### config.mk
export PLATFORM = sky130hd
export DESIGN_NAME = reliable_seqnum_status_tracker_top
export DESIGN_NICKNAME = d
export VERILOG_FILES = /design/src/design/rsst_pkg.sv /design/src/design/rsst_front.sv /design/src/design/rsst_back.sv /design/src/design/reliable_seqnum_status_tracker_top.sv
export SDC_FILE = /design/constraint.sdc
export NUM_CORES = 2
export LEC_CHECK = 0
export CAP_MARGIN = 20
export CORE_UTILIZATION = 35
export DETAILED_ROUTE_END_ITERATION = 7
export DONT_BUFFER_PORTS = 1
export RECOVER_POWER = 100
export SKIP_LAST_GASP = 1
export SYNTH_ARGS = -nofsm -noshare
export SYNTH_HDL_FRONTEND = slang
export SYNTH_SLANG_ARGS = --single-unit
### constraint.sdc
create_clock -name clk -period 22.6 [get_ports clk]
set_clock_uncertainty 0.05 [all_clocks]
set_input_delay 2.26 -clock clk [delete_from_list [all_inputs] [get_ports clk]]
set_output_delay 2.26 -clock clk [all_outputs]
set_load 0.03 [all_outputs]
### src/design/rsst_pkg.sv
// Package for the sequence-number status tracker: operation codes, entry
// status codes, shared types and widths. No dependencies.
package rsst_pkg;

  localparam int unsigned WINDOW_DEF = 64;
  localparam int unsigned MAX_OUT    = 64;
  localparam int unsigned QDEPTH     = 2;

  typedef enum logic [2:0] {
    OP_HEARTBEAT  = 3'd0,
    OP_GAP        = 3'd1,
    OP_RECEIVED   = 3'd2,
    OP_IRRELEVANT = 3'd3,
    OP_REMOVE     = 3'd4,
    OP_MISSING    = 3'd5,
    OP_MAX        = 3'd6,
    OP_MIN        = 3'd7
  } op_t;

  typedef enum logic [1:0] {
    ST_UNKNOWN  = 2'd0,
    ST_MISSING  = 2'd1,
    ST_RECEIVED = 2'd2,
    ST_LOST     = 2'd3
  } ent_t;

  typedef enum logic [1:0] {
    RS_OK       = 2'd0,
    RS_FAIL     = 2'd1,
    RS_OVERFLOW = 2'd2
  } rstat_t;

  typedef struct packed {
    op_t         op;
    logic [63:0] seq;
  } cmd_t;

  // Push request from the top level into the front-end queue
  typedef struct packed {
    logic valid;
    cmd_t cmd;
  } qpush_t;

  typedef enum logic [3:0] {
    BK_IDLE,
    BK_EXT,
    BK_FIRST,
    BK_SCAN,
    BK_POINT_RD,
    BK_POINT,
    BK_TRIM_HEAD,
    BK_TRIM_TAIL,
    BK_EMIT
  } bstate_t;

endpackage

### src/design/rsst_front.sv
// Front end: accepts commands into a short queue and hands them to the back.
// Depends on rsst_pkg.
module rsst_front
  import rsst_pkg::*;
(
  input  logic   clk,
  input  logic   rst_n,
  input  qpush_t push,
  output logic   full,
  input  logic   pop,
  output logic   head_valid,
  output cmd_t   head_cmd
);

  cmd_t       q_r [QDEPTH];
  logic [1:0] cnt_r, cnt_nxt;
  logic       wp_r, rp_r;

  assign full       = (cnt_r == 2'(QDEPTH));
  assign head_valid = (cnt_r != 2'd0);
  assign head_cmd   = q_r[rp_r];

  always_comb begin
    cnt_nxt = cnt_r + 2'(push.valid) - 2'(pop);
  end

  // advance pointers and count
  always_ff @(posedge clk) begin
    if (!rst_n) begin
      cnt_r <= '0;
      wp_r  <= 1'b0;
      rp_r  <= 1'b0;
    end else begin
      cnt_r <= cnt_nxt;
      if (push.valid) wp_r <= ~wp_r;
      if (pop) rp_r <= ~rp_r;
    end
  end

  // hold payloads
  always_ff @(posedge clk) begin
    if (push.valid) q_r[wp_r] <= push.cmd;
  end

endmodule

### src/design/rsst_back.sv
// Back end: window memory and sequencer that carries out one command at a
// time, one entry per cycle when scanning or appending. Depends on rsst_pkg.
module rsst_back
  import rsst_pkg::*;
#(
  parameter int unsigned WINDOW = WINDOW_DEF
) (
  input  logic        clk,
  input  logic        rst_n,
  input  logic        cmd_valid,
  input  cmd_t        cmd,
  output logic        cmd_pop,
  output logic        out_valid,
  output logic [1:0]  out_status,
  output logic [63:0] out_seq,
  output logic        out_last
);

  localparam int unsigned AW = $clog2(WINDOW);
  localparam int unsigned CW = $clog2(WINDOW + 1);
  localparam int unsigned OW = $clog2(MAX_OUT + 1);

  // memory entry: erased, relevant, status
  logic [3:0] mem [WINDOW];
  logic [3:0] rd_r;

  bstate_t     st_r, st_nxt;
  cmd_t        c_r;
  logic [63:0] head_r, lrm_r, tail_w, q_r, res_r, q_lst_r;
  logic [CW-1:0] cnt_r, i_r, fill_r;
  logic [OW-1:0] nout_r;
  logic        frp_r, have_r, flag_r;
  logic [1:0]  rst_r;
  logic        pend_r;
  logic        idle;

  logic        we;
  logic [AW-1:0] wa, ra;
  logic [3:0]  wd;

  assign tail_w = head_r + 64'(cnt_r) - 64'd1;
  assign idle   = (st_r == BK_IDLE);
  assign cmd_pop = idle && cmd_valid;

  // overflow check and span extension for the accepted command
  logic [63:0] need;
  logic        ext_ok, ext_any;
  always_comb begin
    need = '0; ext_ok = 1'b1; ext_any = 1'b0;
    if (cnt_r == '0) begin
      if (cmd.seq > lrm_r) begin
        need = cmd.seq - lrm_r; ext_any = 1'b1;
        ext_ok = (need <= 64'(WINDOW));
      end
    end else if (cmd.seq > tail_w) begin
      need = cmd.seq - tail_w; ext_any = 1'b1;
      ext_ok = (need <= 64'(WINDOW) - 64'(cnt_r));
    end
  end

  logic [3:0]  e;
  logic        e_er, e_done;
  logic [1:0]  e_st;
  assign e      = rd_r;
  assign e_er   = e[3];
  assign e_st   = e[1:0];
  assign e_done = (e_st == ST_RECEIVED) || (e_st == ST_LOST);

  // memory write and registered read
  always_ff @(posedge clk) begin
    if (we) mem[wa] <= wd;
    rd_r <= mem[ra];
  end

  // sequencer
  always_comb begin
    st_nxt = st_r; we = 1'b0; wa = '0; wd = '0;
    ra = AW'(head_r + 64'(i_r));
    unique case (st_r)
      BK_EXT: begin
        we = 1'b1; wa = AW'(q_r + 64'(fill_r)); wd = {1'b0, 1'b1, ST_UNKNOWN};
      end
      BK_FIRST: begin
        we = 1'b1; wa = AW'(c_r.seq); wd = {1'b0, 1'b1, ST_RECEIVED};
      end
      BK_POINT_RD: ra = AW'(c_r.seq);
      BK_TRIM_HEAD: ra = AW'(head_r);
      BK_TRIM_TAIL: ra = AW'(tail_w);
      default: ;
    endcase
    if (st_r == BK_SCAN && pend_r && !e_er) begin
      wa = AW'(q_lst_r); wd = e;
      unique case (c_r.op)
        OP_HEARTBEAT: if (e_st == ST_UNKNOWN && q_lst_r <= c_r.seq) begin
          we = 1'b1; wd[1:0] = ST_MISSING;
        end
        OP_GAP: if ((e_st == ST_UNKNOWN || e_st == ST_MISSING) && q_lst_r < c_r.seq)
        begin
          we = 1'b1; wd[1:0] = ST_LOST;
        end
        OP_REMOVE: if (!flag_r && q_lst_r <= c_r.seq && e_done) begin
          we = 1'b1; wd[3] = 1'b1;
        end
        default: ;
      endcase
    end
    if (st_r == BK_POINT) begin
      wa = AW'(c_r.seq); wd = e;
      wd[1:0] = ST_RECEIVED;
      if (c_r.op == OP_IRRELEVANT) wd[2] = 1'b0;
      we = (c_r.seq >= head_r) && (c_r.seq - head_r < 64'(cnt_r)) && !e_er;
    end
  end

  logic o_v, o_l; logic [1:0] o_s; logic [63:0] o_q;
  logic o_v_nxt, o_l_nxt; logic [1:0] o_s_nxt; logic [63:0] o_q_nxt;

  // result next values: held missing numbers during the scan, final result at the end
  always_comb begin
    o_v_nxt = 1'b0; o_s_nxt = rst_r; o_q_nxt = 64'd0; o_l_nxt = 1'b1;
    if (st_r == BK_SCAN && pend_r && !e_er && !flag_r && c_r.op == OP_MISSING &&
        e_st == ST_MISSING && e[2] && nout_r < OW'(MAX_OUT) && have_r) begin
      o_v_nxt = 1'b1; o_s_nxt = RS_OK; o_q_nxt = res_r; o_l_nxt = 1'b0;
    end
    if (st_r == BK_EMIT) begin
      if (c_r.op == OP_MISSING && rst_r == RS_OK) begin
        o_v_nxt = have_r; o_q_nxt = res_r;
      end else begin
        o_v_nxt = 1'b1;
        o_q_nxt = (c_r.op == OP_MAX) ? ((res_r < lrm_r) ? lrm_r : res_r) :
                  (c_r.op == OP_MIN) ? res_r : 64'd0;
      end
    end
  end

  // register the result ports
  always_ff @(posedge clk) begin
    if (!rst_n) o_v <= 1'b0;
    else o_v <= o_v_nxt;
    o_s <= o_s_nxt;
    o_q <= o_q_nxt;
    o_l <= o_l_nxt;
  end

  always_ff @(posedge clk) begin
    if (!rst_n) begin
      st_r <= BK_IDLE; head_r <= '0; cnt_r <= '0; lrm_r <= '0; frp_r <= 1'b1;
      pend_r <= 1'b0;
    end else begin
      unique case (st_r)
        BK_IDLE: if (cmd_valid) begin
          c_r <= cmd; i_r <= '0; nout_r <= '0; have_r <= 1'b0; flag_r <= 1'b0;
          res_r <= '0; pend_r <= 1'b0; fill_r <= CW'(1);
          if (cmd.op == OP_RECEIVED && frp_r && cnt_r == '0) begin
            head_r <= cmd.seq; cnt_r <= CW'(1); frp_r <= 1'b0;
            rst_r <= RS_OK; st_r <= BK_FIRST;
          end else if (cmd.op == OP_HEARTBEAT || cmd.op == OP_GAP ||
                       cmd.op == OP_RECEIVED || cmd.op == OP_IRRELEVANT) begin
            if (!ext_ok) begin
              rst_r <= RS_OVERFLOW; st_r <= BK_EMIT;
            end else begin
              rst_r <= RS_OK;
              if (cmd.op == OP_RECEIVED) frp_r <= 1'b0;
              if (ext_any) begin
                q_r <= (cnt_r == '0) ? lrm_r : tail_w;
                if (cnt_r == '0) head_r <= lrm_r + 64'd1;
                st_r <= BK_EXT;
              end else begin
                st_r <= (cmd.op == OP_HEARTBEAT || cmd.op == OP_GAP) ?
                        BK_SCAN : BK_POINT_RD;
              end
            end
          end else begin
            rst_r <= (cmd.op == OP_REMOVE || cmd.op == OP_MIN ||
                      (cmd.op == OP_MISSING && cnt_r == '0)) ? RS_FAIL : RS_OK;
            st_r <= (cmd.op == OP_MISSING && cnt_r == '0) ? BK_EMIT : BK_SCAN;
          end
        end
        BK_EXT: begin
          cnt_r <= cnt_r + CW'(1);
          fill_r <= fill_r + CW'(1);
          if (q_r + 64'(fill_r) == c_r.seq)
            st_r <= (c_r.op == OP_HEARTBEAT || c_r.op == OP_GAP) ?
                    BK_SCAN : BK_POINT_RD;
        end
        BK_FIRST: st_r <= BK_EMIT;
        BK_POINT_RD: st_r <= BK_POINT;
        BK_POINT: begin
          if (!((c_r.seq >= head_r) && (c_r.seq - head_r < 64'(cnt_r)) && !e_er))
            rst_r <= RS_FAIL;
          st_r <= BK_EMIT;
        end
        BK_SCAN: begin
          // one entry per cycle; pend_r marks rd_r valid for q_lst_r
          if (pend_r && !e_er && !flag_r) begin
            unique case (c_r.op)
              OP_REMOVE: begin
                if (q_lst_r > c_r.seq) flag_r <= 1'b1;
                else begin
                  if (e_done) lrm_r <= q_lst_r;
                  if (q_lst_r == c_r.seq) begin
                    rst_r <= e_done ? RS_OK : RS_FAIL; flag_r <= 1'b1;
                  end
                end
              end
              OP_MISSING: if (e_st == ST_MISSING && e[2] && nout_r < OW'(MAX_OUT)) begin
                res_r <= q_lst_r; have_r <= 1'b1; nout_r <= nout_r + OW'(1);
              end
              OP_MAX: if (e_done) res_r <= q_lst_r; else flag_r <= 1'b1;
              OP_MIN: begin
                if (e_st == ST_RECEIVED) begin
                  rst_r <= RS_OK; res_r <= q_lst_r; flag_r <= 1'b1;
                end else if (e_st != ST_LOST) flag_r <= 1'b1;
              end
              default: ;
            endcase
          end
          q_lst_r <= head_r + 64'(i_r);
          if (i_r < cnt_r) begin
            pend_r <= 1'b1; i_r <= i_r + CW'(1);
          end else if (pend_r) begin
            pend_r <= 1'b0;
          end else begin
            st_r <= (c_r.op == OP_REMOVE) ? BK_TRIM_HEAD : BK_EMIT;
          end
        end
        BK_TRIM_HEAD: begin
          // drop erased entries at the oldest end; read, then check
          if (cnt_r == '0) st_r <= BK_EMIT;
          else if (!pend_r) pend_r <= 1'b1;
          else begin
            pend_r <= 1'b0;
            if (e_er) begin
              head_r <= head_r + 64'd1; cnt_r <= cnt_r - CW'(1);
            end else st_r <= BK_TRIM_TAIL;
          end
        end
        BK_TRIM_TAIL: begin
          // drop erased entries at the newest end; read, then check
          if (cnt_r == '0) st_r <= BK_EMIT;
          else if (!pend_r) pend_r <= 1'b1;
          else begin
            pend_r <= 1'b0;
            if (e_er) cnt_r <= cnt_r - CW'(1);
            else st_r <= BK_EMIT;
          end
        end
        BK_EMIT: st_r <= BK_IDLE;
        default: st_r <= BK_IDLE;
      endcase
    end
  end

  assign out_valid  = o_v;
  assign out_status = o_s;
  assign out_seq    = o_q;
  assign out_last   = o_l;

endmodule

### src/design/reliable_seqnum_status_tracker_top.sv
// Sequence-number status tracker, top level.
// A scan reads every entry of the span; an update first appends unknown entries up to
// its number, and remove-up-to then trims erased entries from both ends. The very first
// receive, an overflow and an empty missing list skip the window walk.
// Throughput: one command per scan; a two-entry queue takes commands ahead.
// Reset: synchronous active-low rst_n clears control state; window memory
// holds undefined contents until written. Results cannot be stalled.
module reliable_seqnum_status_tracker_top
  import rsst_pkg::*;
#(
  parameter int unsigned WINDOW = WINDOW_DEF
) (
  input  logic        clk,
  input  logic        rst_n,
  input  logic        start,
  output logic        busy,
  input  logic [2:0]  in_mode,
  input  logic [63:0] in_seq,
  output logic        out_strobe,
  output logic [1:0]  out_status,
  output logic [63:0] out_result_seq,
  output logic        out_last
);

  qpush_t push;
  logic   full, pop, hv;
  cmd_t   hc;

  assign busy = full;
  assign push = '{valid: start && !full, cmd: '{op: op_t'(in_mode), seq: in_seq}};

  rsst_front u_front (
    .clk(clk), .rst_n(rst_n), .push(push), .full(full),
    .pop(pop), .head_valid(hv), .head_cmd(hc)
  );

  rsst_back #(.WINDOW(WINDOW)) u_back (
    .clk(clk), .rst_n(rst_n), .cmd_valid(hv), .cmd(hc), .cmd_pop(pop),
    .out_valid(out_strobe), .out_status(out_status),
    .out_seq(out_result_seq), .out_last(out_last)
  );

endmodule

After elaboration in Yosys (flattened, before gate mapping). Memories as Yosys holds them, arrays and structs flattened. A register that Yosys moved wholly into a read port is not among the register bits. Cells that the tools add are included.

RAM bits: 390. Memories: 2. Bits of input ports: 70. Output and inout port bits: 69. Register bits: 497.

Eq/ne operators: 62. Magnitude comparators: 12. Reductions and logical operators: 69. Multiplexer cells: 128. Add/subtract/negate cells: 17. Bitwise gates (word level): 4.

Memory list: u_back.mem (depth 64, width 4, rd ports 1, clocked after memory_dff 1, write ports 1, RTL line rsst_back.sv:24) `logic [3:0] mem [WINDOW];`; u_front.q_r (depth 2, width 67, rd ports 1, clocked after memory_dff 1, write ports 1, RTL line rsst_front.sv:15) `cmd_t q_r [QDEPTH];`.

Operators by type and width (count): 64-bit two-way mux (21); 64-bit case mux with 2 select lines (2); 64-bit by 7-bit adder with 64-bit output (3); 64-bit greater-than comparator (3); 64-bit case mux with 3 select lines (1); 64-bit subtractor (3); 64-bit by 1-bit adder with 64-bit output, second input constant (2); 64-bit == test (2); 64-bit <= comparator (2); 64-bit less-than comparator (2); 7-bit two-way mux (11); 4-bit two-way mux (18); 64-bit greater-or-equal comparator (1); 64-bit by 7-bit <= comparator with 1-bit output, second input constant (1); 64-bit by 7-bit less-than comparator with 1-bit output (1); 64-bit by 1-bit subtractor with 64-bit output, second input constant (1); 1-bit two-way mux (44); 7-bit case mux with 2 select lines (3); 3-bit inequality test, second input constant (12); 7-bit by 1-bit adder with 7-bit output, second input constant (4); 4-bit case mux with 7 select lines (1); 1-bit logical AND (24); 8-bit AND reduction (3); 2-bit two-way mux (11); 47 further kinds (116).

Depth between registers and ports, before layout.
Depth after elaboration: 11. Gate-level depth with buffers: 49. Mapped depth without buffers: 49.

Hierarchy. Synthesis repeated with hierarchy kept, for this count alone.

Cells, all modules: 6645. Area total of the unflattened synthesis: 62582.5 um^2.

Modules (own cells, without submodules): rsst_back (cells each 6415, instances 1, area each 57393.8 um^2); rsst_front (cells each 229, instances 1, area each 5175.0 um^2); reliable_seqnum_status_tracker_top (cells each 1, instances 1, area each 13.8 um^2).

Least setup slack after synthesis. No wires, ideal clock.

Kind: register -> register. From: register u_back.head_r[1]. To: register u_back.q_r[0], enable pin. Path buffers: 0. Stages on the path, launching flop included: 47. Arrival time: 12.710 ns. Period minus slack after synthesis: 13.325 ns. Required time: 21.985 ns. Path slack: 9.275 ns. Cells stage by stage: dfxtp_1 -> inv_1 -> ha_1 -> inv_1 -> ha_1 -> fa_1 -> a21o_1 -> a221oi_1 -> o21bai_1 -> a21oi_1 -> nor2b_1 -> o21a_1 -> o21ai_0 -> nand2b_1 -> a21oi_1 -> o31a_1 -> o21ai_0 -> xnor2_1 -> [... 11 more ...] -> a21oi_1 -> o21bai_1 -> a21oi_1 -> o21ai_0 -> xor2_1 -> ha_1 -> a21o_1 -> a21oi_1 -> nor2b_1 -> o21ai_0 -> nand2b_1 -> a21oi_1 -> nor2b_1 -> a2111oi_0 -> o21ai_0 -> o21ai_0 -> o22ai_1 -> nor3_1.

Word-level cells in the longest chain between the ends: 7.

Ends and longest elaborated chain: from (decl) (RTL line rsst_back.sv:29) `logic [63:0] head_r, lrm_r, tail_w, q_r, res_r, q_lst_r;`; from (signal assigned) (RTL line rsst_back.sv:166) `if (cnt_r == '0) head_r <= lrm_r + 64'd1;`; from (signal assigned) (RTL line rsst_back.sv:234) `head_r <= head_r + 64'd1; cnt_r <= cnt_r - CW'(1);`; 64-bit by 7-bit adder with 64-bit output * (RTL line rsst_back.sv:41) `assign tail_w = head_r + 64'(cnt_r) - 64'd1;`; 64-bit by 1-bit subtractor with 64-bit output * (RTL line rsst_back.sv:41); 64-bit subtractor (RTL line rsst_back.sv:56) `need = cmd.seq - tail_w; ext_any = 1'b1;`; 64-bit <= comparator (RTL line rsst_back.sv:57) `ext_ok = (need <= 64'(WINDOW) - 64'(cnt_r));`; 1-bit two-way mux (RTL line rsst_back.sv:55) `end else if (cmd.seq > tail_w) begin`; 1-bit two-way mux (RTL line rsst_back.sv:50) `if (cnt_r == '0) begin`; 7-bit AND reduction (no source line) *; to (signal assigned) (RTL line rsst_back.sv:165) `q_r <= (cnt_r == '0) ? lrm_r : tail_w;`; to (decl) (RTL line rsst_back.sv:29).

Every way passes the cells marked *; elsewhere a longest branch is shown, timed or not. A chain may end at the register's enable or synchronous reset.

Worst setup path in the final report.
From: register u_back.head_r[1]. To: register u_back.head_r[26].

Word-level cells in the longest chain between the ends: 8.

Ends and longest elaborated chain (RTL line): 64-bit by 7-bit adder with 64-bit output (rsst_back.sv:41); 64-bit by 1-bit subtractor with 64-bit output (rsst_back.sv:41); 64-bit subtractor (rsst_back.sv:56); 64-bit <= comparator (rsst_back.sv:57); 1-bit two-way mux (rsst_back.sv:55); 1-bit two-way mux (rsst_back.sv:50); 3-bit inequality test (no source line); 9-bit AND reduction (no source line).

Several ways; a longest one is shown, not always the timed one. The select of a mux whose other input is x is not followed.

==> run_results.csv <==
group,metric,value,unit
timing,period_share,0.6854,
cells_and_area,drive_gt1_frac,0.05254,
floorplan,row_count,154,
critical_path,critPathArrivalTime,16.07,ns
route,vias,52880,
critical_path,worst-path-buf-inv,5,
global_route,grt_pass1_vias,50360,
cells_and_area,register_area,0.02460,mm2
global_route,antenna_found_initial,11,
placement,numPortBuffers,0,
floorplan,dieWidth,423.5,um
timing,finalSetupViolCount,0,
critical_path,slowest_delay,2.90,ns
critical_path,cp-end-kind,"flip-flop",
timing,worst_slew_pin_slew,4.472,ns
cts,cts.path.max_buffers,3,
floorplan,die-area,0.1793,mm2
floorplan,io_pins,139,
timing,slew_headroom,-1.981,
power_and_ir_drop,leakagePower,0.02459,uW
timing,fin_crit,15.49,ns
cts,cts-root-buf,"clkbuf_16",
route,drc,0,
logic_synthesis,postSynthCellCount,6573,
logic_synthesis,synth_flop_cell,"edfxtp_1",
critical_path,cp_max_fo,84,
floorplan,core_region_area,0.1763,mm2
cells_and_area,area_growth,9.397,%
timing,fmaxAchievable,0.06456,GHz
cts,cts_sinks,892,
logic_synthesis,yosys_warnings,0,
logic_synthesis,yosys_register_bits,892,
timing,holdWs,0.4494,ns
logic_synthesis,syn_avg_cell_area,9.459,um2
timing,slew_violations,1528,
logic_synthesis,yosysSeqAreaShare,0.3957,
outcome,status,"complete, but fails checks",
global_route,grt_util_all_layers,0.2605,
route,vias_per_cell,5.944,
timing,finalHoldViolCount,0,
cts,cts_tree,"built",
route,wl_per_cell,27.04,um
cts,clk_pin_slew_worst_paths,0.06,ns
logic_synthesis,ys_types,100,
worst_hold_path,hold_path_class,"flip-flop to flip-flop",
logic_synthesis,synth-async-reset-ratio,0,
floorplan,die_h,423.5,um
cells_and_area,final_nets,7079,
global_route,grt-ovfl-total,0,
floorplan,initial_utilization,0.3527,
critical_path,r2r_start,"u_back.head_r[1]$_SDFFE_PN0P_",
cts,cts_buffers,100,
placement,gp_congestion,0.9980,
logic_synthesis,syn-num-nets,7191,
placement,dpl.hpwl,188500,um
critical_path,worst_ep_required_time,23.19,ns
cts,cts_resized,0,
cells_and_area,fillers,17600,
cells_and_area,multiInputGateArea,0.03526,mm2
worst_hold_path,min-delay-start,"u_back.frp_r$_SDFFE_PN1P_",
critical_path,start_kind,"flip-flop",
logic_synthesis,synth_edf_count,674,
cts,cts_hold_buf,0,
cells_and_area,final_common_cell,"edfxtp_1",
route,drt-total-wl,240500,um
cells_and_area,final_util,0.3858,
route,drt_iter0_markers,5758,
timing,rsz0062_at_grt,"no",
global_route,grt_max_degree,129,
critical_path,crit_start,"u_back.head_r[1]$_SDFFE_PN0P_",
critical_path,cp_slowest_cell,"clkbuf_1",
cts,post_cts_buffers,0,
run,maxCapViolCount,36,
timing,tns,0,ns
route,dr.pass1.iters,8,
outcome,violations,"capacitance limit, slew limit",
global_route,grt_pass1_wl,346300,um
power_and_ir_drop,power_density,187.2,mW/mm2
route,antenna_left,0,
cells_and_area,layout_common_cells,"edfxtp_1, ha_1, a21oi_1",
cts,clock_latency,0.77,ns
cts,cts_max_level,3,
critical_path,path_class,"flip-flop to flip-flop",
critical_path,critPathTopFamily,"compound AO/OA/AOI/OAI gates",
power_and_ir_drop,ir_worst_vdd,0.1728,mV
critical_path,cpMostUsedCell,"o21ai_0",
logic_synthesis,synthesis.area,0.06218,mm2
-- metal layers --
metal,track usage,routed length [um],vias to the layer above
met2,0.4107,106800,2258
met4,0.1246,13520,2
met3,0.04505,19230,444
li1,-,-,24160
met5,0,14,-
met1,0.3450,101000,26010
-- power by group --
group | internal [uW] | switching, uW | leakage (uW)
registers | 2040 | 193 | 0.00777
clock network | 976 | 739 | 0.00164
logic | 3320 | 5470 | 0.0152
total | 6340 | 6400 | 0.0246
-- per-stage QoR --
stage	power, uW	worst slack, ns	cell area, um2	cells
6_report	12730	7.111	68020	8896
4_1_cts	12580	9.707	68200	8887
5_1_grt	13590	6.304	68010	8890
3_3_place_gp	10810	9.941	64740	8696
3_5_place_dp	10800	9.773	64760	8698
2_1_floorplan	8188	9.275	62180	6573
-- state kept, by name, summed over array words and instances, names as in the netlist, 4 cells and up, named ones only --
name            flops
u_back.c_r         67
u_back.cnt_r        7
u_back.e            4
u_back.fill_r       7
u_back.head_r      64
u_back.i_r          7
u_back.lrm_r       64
u_back.mem        256
u_back.nout_r       7
u_back.out_seq     64
u_back.q_lst_r     64
u_back.q_r         64
u_back.res_r       64
u_back.st_nxt       4
u_front.q_r       134
-- tightest hold or removal path: cells and delay by family (launching register included) --
family | cells | cell delay [ns]
AND/OR/NAND/NOR | 1 | 0.05
AO/OA/AOI/OAI | 1 | 0.07
flip-flops | 1 | 0.34
-- final cells by class --
type | count | area share
Multi-Input combinational cell | 5040 | 0.5184
Sequential cell | 892 | 0.3617
Timing Repair Buffer | 76 | 0.006677
Clock inverter | 62 | 0.01117
Antenna cell | 8 | 0.0002943
Tap cell | 2340 | 0.04304
Clock buffer | 127 | 0.03933
Inverter | 351 | 0.01939
-- Yosys cell counts (149+ instances only) --
cell      count  area share
edfxtp_1    674        0.33
ha_1        541        0.11
a21oi_1     520       0.042
nor2_1      498       0.030
nand2_1     467       0.028
o21ai_0     365       0.029
inv_1       350       0.021
xnor2_1     315       0.044
clkbuf_1    251       0.015
dfxtp_1     218       0.070
nand3_1     182       0.015
a21o_1      176       0.021
mux2i_1     151       0.024
nor3_1      149       0.012
-- final timing paths --
path / to / depth (start not counted) / slack (ns)
max reg2reg: u_back.head_r[26]$_SDFFE_PN0P_ / 33 / 7.11
min: u_back.frp_r$_SDFFE_PN1P_ / 2 / 0.45
max: u_back.head_r[26]$_SDFFE_PN0P_ / 33 / 7.11
min reg2reg: u_back.frp_r$_SDFFE_PN1P_ / 2 / 0.45
-- cells by family (layout without fill, tap and decap cells) --
logic type,Yosys count,after routing,synth area share
AO/OA/AOI/OAI,1769,1769,0.1840
XOR/XNOR,439,439,0.06228
adder cells (fa/ha/maj),551,551,0.1116
buffers and inverters,641,616,0.03986
flip-flops,892,892,0.3957
multiplexers,277,277,0.04713
other,0,8,0
AND/OR/NAND/NOR,2004,2004,0.1594
Power figures use the tool's default switching activity.
